`config.mk`:
```
export PLATFORM = sky130hd
export DESIGN_NAME = cqe_front
export DESIGN_NICKNAME = d
export VERILOG_FILES = /design/src/rtl/cqe_pkg.sv /design/src/rtl/cqe_front.sv
export SDC_FILE = /design/constraint.sdc
export NUM_CORES = 1
export LEC_CHECK = 0
export BUFFER_PORTS_ARGS = -buffer_cell sky130_fd_sc_hd__buf_2
export CAP_MARGIN = 20
export CORE_ASPECT_RATIO = 0.75
export CORE_MARGIN = 2
export CORE_UTILIZATION = 45
export CTS_CLUSTER_DIAMETER = 50
export CTS_CLUSTER_SIZE = 30
export DETAILED_ROUTE_END_ITERATION = 8
export GPL_ROUTABILITY_DRIVEN = 0
export PLACE_DENSITY = 0.76
export SLEW_MARGIN = 20
export SYNTH_ARGS = -nofsm -noshare
export SYNTH_HDL_FRONTEND = slang
export SYNTH_SLANG_ARGS = --single-unit
```
`constraint.sdc`:
```
create_clock -name i_clk -period 1.8 [get_ports i_clk]
set_input_delay 0.09 -clock i_clk [delete_from_list [all_inputs] [get_ports i_clk]]
set_output_delay 0.09 -clock i_clk [all_outputs]
set_load 0.01 [all_outputs]
```
`src/rtl/cqe_pkg.sv`:
```
// Shared types, constants and tables for the composite quadrature engine.
// No dependencies; every other file refers to it by scoped names.
package cqe_pkg;

    // Request limits and field widths
    localparam int MAX_INTERVALS     = 65536;
    localparam int IN_W              = 17;
    localparam int CNT_W             = $clog2(MAX_INTERVALS + 1);
    localparam int CORDIC_ITERATIONS = 28;

    // Datapath widths
    localparam int XW     = 32;                          // Q3.28 abscissa and bounds
    localparam int SPAN_W = XW + 1;                      // b - a
    localparam int ANG_W  = XW + 2;                      // 2x + 1 before reduction
    localparam int ZW     = 32;                          // CORDIC x, y, z
    localparam int TERM_W = XW + 3;                      // f times weight 1, 2 or 4
    localparam int QA_W   = SPAN_W + 2;                  // running floor(i*span/n)
    localparam int DSR_W  = $clog2(3 * MAX_INTERVALS + 1);
    localparam int DIV_W  = DSR_W + 34;                  // weighted sum magnitude
    localparam int MUL_W  = XW;                          // |mean| bits
    localparam int PROD_W = MUL_W + SPAN_W;              // |mean| * |span|
    localparam int RES_W  = 40;

    // Function pipeline: angle, reduction, fold, rotations, multiply, scale
    localparam int RED_STAGES   = 4;
    localparam int FUNC_LATENCY = CORDIC_ITERATIONS + RED_STAGES + 4;

    // Q28 constants
    localparam logic signed [ANG_W-1:0] Q_ONE       = ANG_W'(268435456);
    localparam logic signed [ANG_W-1:0] Q_PI        = ANG_W'(843314857);
    localparam logic signed [ANG_W-1:0] Q_HALF_PI   = ANG_W'(421657428);
    localparam logic signed [ANG_W-1:0] Q_TWO_PI    = ANG_W'(1686629713);
    localparam logic signed [ZW-1:0]    CORDIC_GAIN = ZW'(163008218);

    // Reset values of the bounds
    localparam logic signed [XW-1:0] LOWER_RESET = -XW'(268435456);
    localparam logic signed [XW-1:0] UPPER_RESET = XW'(268435456);

    // Register indexes on the configuration port
    localparam logic REG_LOWER = 1'b0;
    localparam logic REG_UPPER = 1'b1;

    typedef enum logic [1:0] {
        CMD_LEFT    = 2'd0,
        CMD_RIGHT   = 2'd1,
        CMD_TRAP    = 2'd2,
        CMD_SIMPSON = 2'd3
    } t_cmd;

    typedef struct packed {
        logic [CNT_W-1:0] n;
        t_cmd             cmd;
        logic             err;
    } t_job;

    typedef struct packed {
        logic signed [RES_W-1:0] integral;
        logic                    err;
    } t_result;

    // Arctangent of 2^-i in Q28
    function automatic logic signed [ZW-1:0] atan_entry(input int i);
        logic signed [ZW-1:0] v;
        v = '0;
        if (i < 12) begin
            case (i)
                0:       v = ZW'(210828714);
                1:       v = ZW'(124459457);
                2:       v = ZW'(65760959);
                3:       v = ZW'(33381290);
                4:       v = ZW'(16755422);
                5:       v = ZW'(8385879);
                6:       v = ZW'(4193963);
                7:       v = ZW'(2097109);
                8:       v = ZW'(1048571);
                9:       v = ZW'(524287);
                10:      v = ZW'(262144);
                default: v = ZW'(131072);
            endcase
        end else if (i <= 28) begin
            v = ZW'(1) <<< (28 - i);
        end
        return v;
    endfunction

endpackage

```
`src/rtl/cqe_front.sv`:
```
// Front end: accepts requests, saturates the count, flags bad requests and
// queues jobs for the back end. Depends on cqe_pkg.
module cqe_front (
    input  logic                     i_clk,
    input  logic                     i_rst_n,
    input  logic                     push,
    output logic                     full,
    input  logic [cqe_pkg::IN_W-1:0] i_intervals,
    input  logic [1:0]               i_command,
    output logic                     o_job_valid,
    output cqe_pkg::t_job            o_job,
    input  logic                     i_job_ready
);

    cqe_pkg::t_job r_mem [2];
    logic          r_wr;
    logic          r_rd;
    logic [1:0]    r_cnt;
    cqe_pkg::t_job job_in;
    logic          wr_en;
    logic          rd_en;

    // Saturate and classify the incoming request
    always_comb begin
        job_in.cmd = cqe_pkg::t_cmd'(i_command);
        if (i_intervals > cqe_pkg::IN_W'(cqe_pkg::MAX_INTERVALS)) begin
            job_in.n = cqe_pkg::CNT_W'(cqe_pkg::MAX_INTERVALS);
        end else begin
            job_in.n = cqe_pkg::CNT_W'(i_intervals);
        end
        job_in.err = (job_in.n == '0) ||
                     ((job_in.cmd == cqe_pkg::CMD_SIMPSON) && job_in.n[0]);
    end

    assign full        = (r_cnt == 2'd2);
    assign wr_en       = push && !full;
    assign o_job_valid = (r_cnt != 2'd0);
    assign rd_en       = o_job_valid && i_job_ready;
    assign o_job       = r_mem[r_rd];

    // Store the job
    always_ff @(posedge i_clk) begin
        if (wr_en) begin
            r_mem[r_wr] <= job_in;
        end
    end

    // Advance pointers and count
    always_ff @(posedge i_clk) begin
        if (!i_rst_n) begin
            r_wr  <= 1'b0;
            r_rd  <= 1'b0;
            r_cnt <= 2'd0;
        end else begin
            if (wr_en) begin
                r_wr <= ~r_wr;
            end
            if (rd_en) begin
                r_rd <= ~r_rd;
            end
            r_cnt <= r_cnt + 2'(wr_en) - 2'(rd_en);
        end
    end

endmodule

```
# Word-level counts from Yosys, hierarchy flattened
# Memories as Yosys holds them, arrays and structs flattened. A register that Yosys moved wholly into a read port is not among the register bits.
# Index checks and enable logic that the tools add are counted.
classes:
  n_addsub: 2
  magnitude_cmp: 1
  eq_ne: 2
  mux: 5
  n_bitwise: 2
  reduce_logical: 7
ops:
  columns: ["op", "count"]
  rows:
  - ["$gt 17x17->1 const B", 1]
  - ["$logic_not 17->1", 1]
  - ["$mux 17", 1]
  - ["$eq 2x2->1 const B", 2]
  - ["$mux 1", 4]
  - ["$logic_and 1x1->1", 3]
  - ["$add 2x1->2", 1]
  - ["$not 1->1", 2]
  - ["$reduce_bool 2->1", 1]
  - ["$sub 2x1->2", 1]
  - ["$logic_not 1->1", 1]
  - ["$logic_or 1x1->1", 1]
word_totals:
  register_bits: 4
  ram_bits: 40
  input_bits: 23
  out_inout_bits: 22
  memories: 1
mem_list:
  columns: ["memory", "words", "word_bits", "rd", "rd_clocked_by_memory_dff", "write_ports", "line", "text"]
  rows:
  - ["r_mem", 2, 20, 1, 1, 1, "cqe_front.sv:15", "cqe_pkg::t_job r_mem [2];"]

# Depth between registers and ports, before layout
logic_depth:
  ltp_word: 5
  depth_mapped: 8
  mapped_depth_nobuf: 8

# Worst setup path after synthesis
# No wires, ideal clock.
synth_path:
  path_type: "flip-flop to flip-flop"
  startpoint: "reg r_cnt[0]"
  endpoint: "mem r_mem[0][0] (netlist name), enable pin"
  arrival_ps: 1294
  required_ps: 1425
  setup_slack_ps: 131
  stages_incl_launch_ff: 5
  n_path_buf: 0
  period_less_slack_ps: 1669
  path_cell_list: "dfxtp_1 -> nand2b_1 -> inv_1 -> or3_1 -> inv_1"
synth_via:
  elab_chain_cells: 5
synth_rtl:
  columns: ["item", "line", "text"]
  rows:
  - ["start: declaration", "cqe_front.sv:18", "logic [1:0] r_cnt;"]
  - ["start signal: assignment", "cqe_front.sv:61", "r_cnt <= r_cnt + 2'(wr_en) - 2'(rd_en);"]
  - ["$eq 2x2->1", "cqe_front.sv:35", "assign full = (r_cnt == 2'd2);"]
  - ["via full", "cqe_front.sv:7", "output logic full,"]
  - ["$logic_not 1->1", "cqe_front.sv:36", "assign wr_en = push && !full;"]
  - ["$logic_and 1x1->1", "cqe_front.sv:36", null]
  - ["$mux 1", "cqe_front.sv:43", "if (wr_en) begin"]
  - ["$mux 1 (not written as such)", "cqe_front.sv:44", "r_mem[r_wr] <= job_in;"]
  - ["end: declaration", "cqe_front.sv:15", null]
# The timed path passes the listed nets, and every way through them passes these cells.

# Final worst setup path
layout_path:
  startpoint: "reg r_cnt[0]"
  endpoint: "reg r_cnt[1]"
layout_via:
  elab_chain_cells: 5
  word_cells_on_any_way: 7
  classes_between: "add/sub: 2; eq/ne: 1; reduce/logical: 4"
layout_rtl:
  columns: ["item", "line"]
  rows:
  - ["$eq 2x2->1", "cqe_front.sv:35"]
  - ["$logic_not 1->1", "cqe_front.sv:36"]
  - ["$logic_and 1x1->1", "cqe_front.sv:36"]
  - ["$add 2x1->2", "cqe_front.sv:61"]
  - ["$sub 2x1->2 (*)", "cqe_front.sv:61"]
# Mark *: on every way between the ends. The rest lies on a longest branch, timed or not.
# A chain may end at the register's enable or synchronous reset.

==> flow_summary.json <==
{
  "layout-drive-gt1-share_pct": 45.6,
  "final.min_clock_period_ps": 1630,
  "sum_of_buffers_and_inverters_on_the_critical_path": 1,
  "timing.critical_path.depth": 8,
  "cp_max_fo": 4,
  "antennaDiodeCount": 0,
  "design.die.area_mm2": 0.00468,
  "status": "complete, no violations",
  "cts.sinks": 45,
  "yosysUniqueCellTypes": 24,
  "finalMaxSlewViolations": 0,
  "max_slew.worst_pin.slew_ps": 359,
  "route.detailed.drc": 0,
  "ys_warn_count": 0,
  "reg2reg_from": "r_cnt[0]$_SDFF_PN0_",
  "route.antenna.remaining_nets": 0,
  "routed-via-count": 1098,
  "io_buffer_count": 44,
  "critPathLaunch": "r_cnt[0]$_SDFF_PN0_",
  "final-setup-viol-count": 0,
  "final_nets": 194,
  "grt_start_max_net_pins": 21,
  "ctsHtreeMaxLevel": 2,
  "clk-insertion-delay-late_ps": 280,
  "gates_resized_cts_repair": 0,
  "num_rows": 20,
  "finalHoldViolations": 0,
  "preCtsSetupSlack_ps": 99.3,
  "timing.critical_path.to": "r_cnt[1]$_SDFF_PN0_",
  "path_cells": "nand2b_1, nand2_1, ha_1, inv_1, ha_1, xor2_1, and2_1, nor3_1",
  "place.detailed.hpwl_um": 2310,
  "grtUsageTotal_pct": 14.7,
  "worstPathRequired_ps": 2010,
  "static-leakage-power_nw": 0.920,
  "critical_path.startpoint_type": "flip-flop",
  "cts_tree": "built",
  "syn_to_final_growth_pct": 22.3,
  "gr-total-overflow": 0,
  "die_w_um": 78.3,
  "maxClockFrequency_mhz": 614,
  "reg2reg_depth": 8,
  "ys_ff_latch": 45,
  "synthesis.area_mm2": 0.00187,
  "maxCapViolations": 0,
  "ctsRootBufferMaster": "clkbuf_8",
  "synth.net_count": 141,
  "core_area_mm2": 0.00400,
  "cts-root-to-sink-buffers": 2,
  "seq_area_frac_synth_pct": 69.8,
  "ir_worst_vdd_mv": 0.659,
  "cp-end-kind": "flip-flop",
  "finalWorstSetupSlack_ps": 173,
  "clk_transition_reported_paths_ps": 70,
  "cp_slowest_stage_delay_ps": 380,
  "regToRegEndpoint": "r_cnt[1]$_SDFF_PN0_",
  "timing.final.crit_share_pct": 90.4,
  "grt_setup_unrepaired": "false",
  "grt_pass1_vias": 1176,
  "critical_path_class": "reg2reg",
  "vias_per_cell": 4.90,
  "timing.setup.tns_ps": 0,
  "wl_per_cell_um": 14.3,
  "timing.clock.skew_ps": 3.09,
  "hold_class": "in2reg",
  "global_route_wire_length_before_repair_um": 5120,
  "floorplan.initialDensity_pct": 46.6,
  "rel_slew_slack_pct": 76.0,
  "power_per_cell_area_mw_per_mm2": 1260,
  "firstDrtPassIters": 4,
  "die_y_um": 59.8,
  "number_of_antenna_violations_at_the_first_check_in_global_routing": 0,
  "crit_top_cell": "ha_1",
  "post_synth.cell_area_avg_um2": 16.1,
  "rrSetupSlack_ps": 170,
  "num_cts_buffers": 5,
  "synth_cells": 116,
  "io_pins": 45,
  "crit_slowest_cell": "dfxtp_1",
  "routed_wirelength_um": 3200,
  "crit_arrival_ps": 1840,
  "critical_path.top_delay_family": "simple AND/OR/NAND/NOR gates",
  "drt_iter0_markers": 27
}
worst reg2reg max path: stages (launching register included):
cell      delay [ps]
dfxtp_1          380
nand2b_1         170
nand2_1           80
ha_1             280
inv_1             40
ha_1             180
xor2_1           150
and2_1           160
nor3_1           110
what timing repair did:
action / in CTS / in global routing
endpoints found under the hold margin: 2 / 0
setup endpoints to repair: 0 / 0
hold buffers: 1 / 0
buffers inserted: 0 / 0
how the worst min path moves through the flow:
| stage | from | to | cells past startpoint |
|---|---|---|---|
| after floorplan | i_command[0] | r_mem[0][1]$_DFFE_PP_ | 0 |
| after detailed placement | i_command[0] | r_mem[0][1]$_DFFE_PP_ | 1 |
| final | i_command[1] | r_mem[1][2]$_DFFE_PP_ | 1 |
| after global routing | i_command[1] | r_mem[1][2]$_DFFE_PP_ | 1 |
| after global placement | i_command[1] | r_mem[1][2]$_DFFE_PP_ | 1 |
| after CTS | i_command[1] | r_mem[0][2]$_DFFE_PP_ | 1 |
layout by cell type, fill, tap and decap left out, types with 3 or more instances in the layout:
cell type / count
and2_1: 18
buf_2: 44
buf_4: 3
clkbuf_8: 5
dfxtp_1: 5
edfxtp_1: 40
inv_1: 5
mux2_2: 20
nor2_1: 3
or4_1: 4
layer usage:
| metal | GRT usage (%) | wire, um | vias to the layer above | share of wire (%) |
|---|---|---|---|---|
| met1 | 15.7 | 1270 | 535 | 40 |
| li1 | - | - | 531 | - |
| met2 | 27.6 | 1720 | 32 | 54 |
| met4 | 4.01 | 0 | 0 | 0 |
| met5 | 0 | 0 | - | 0 |
| met3 | 5.89 | 208 | 0 | 6.5 |
kinds of logic after synthesis:
family / count (synthesis) / share of synthesized area (%)
adder cells (fa/ha/maj): 2 / 1.34
AO/OA/AOI/OAI: 5 / 2.95
AND/OR/NAND/NOR: 33 / 10.7
multiplexers: 20 / 12.1
flip-flops: 45 / 69.8
XOR/XNOR: 2 / 0.939
buffers and inverters: 9 / 2.21
power by group:
| group | internal (mW) | switching [mW] |
|---|---|---|
| registers | 1.34 | 0.0806 |
| clock network | 0.261 | 0.287 |
| logic | 0.462 | 0.436 |
registers in the layout, indices dropped and copies added, names as in the netlist, named ones only:
| register | cells |
|---|---|
| r_cnt | 2 |
| r_mem | 40 |
| r_rd | 1 |
| r_wr | 1 |
layout make-up:
| cell class | count | area [um2] |
|---|---|---|
| Clock buffer | 6 | 72.6 |
| Clock inverter | 1 | 3.75 |
| Fill cell | 329 | 1720 |
| Inverter | 5 | 18.8 |
| Multi-Input combinational cell | 62 | 523 |
| Sequential cell | 45 | 1300 |
| Tap cell | 55 | 68.8 |
| Timing Repair Buffer | 50 | 293 |
Yosys cell counts (all sizes together):
master | n | share of area (%)
nor2 | 3 | 0.60
nand2 | 1 | 0.20
or4 | 4 | 1.6
clkbuf | 3 | 0.60
or3 | 1 | 0.34
or2 | 1 | 0.34
inv | 5 | 1.0
dfxtp | 5 | 5.4
o21a | 1 | 0.40
mux2 | 20 | 12
nor3 | 1 | 0.27
o21ba | 1 | 0.54
and2 | 18 | 6.0
o21ai | 1 | 0.27
xor2 | 1 | 0.47
nand2b | 1 | 0.34
a21oi | 1 | 0.27
nor4 | 1 | 0.34
ha | 2 | 1.3
and3 | 2 | 0.67
o41ai | 1 | 1.5
edfxtp | 40 | 64
xnor2 | 1 | 0.47
buf | 1 | 0.60
stage by stage:
step / cell area, um2 / hold WS [ps] / power (mW) / util [%] / instances
finish: 2280 / 9.34 / 2.87 / 57.0 / 224
floorplan: 1870 / 189 / 1.98 / - / 116
global route: 2280 / 8.64 / 3.04 / 57.0 / 224
CTS: 2280 / 0.591 / 2.91 / 57.0 / 224
detailed placement: 2190 / 295 / 2.36 / 54.8 / 216
global placement: 2190 / 289 / 2.31 / 54.8 / 216
(Power assumes the default switching activity.)
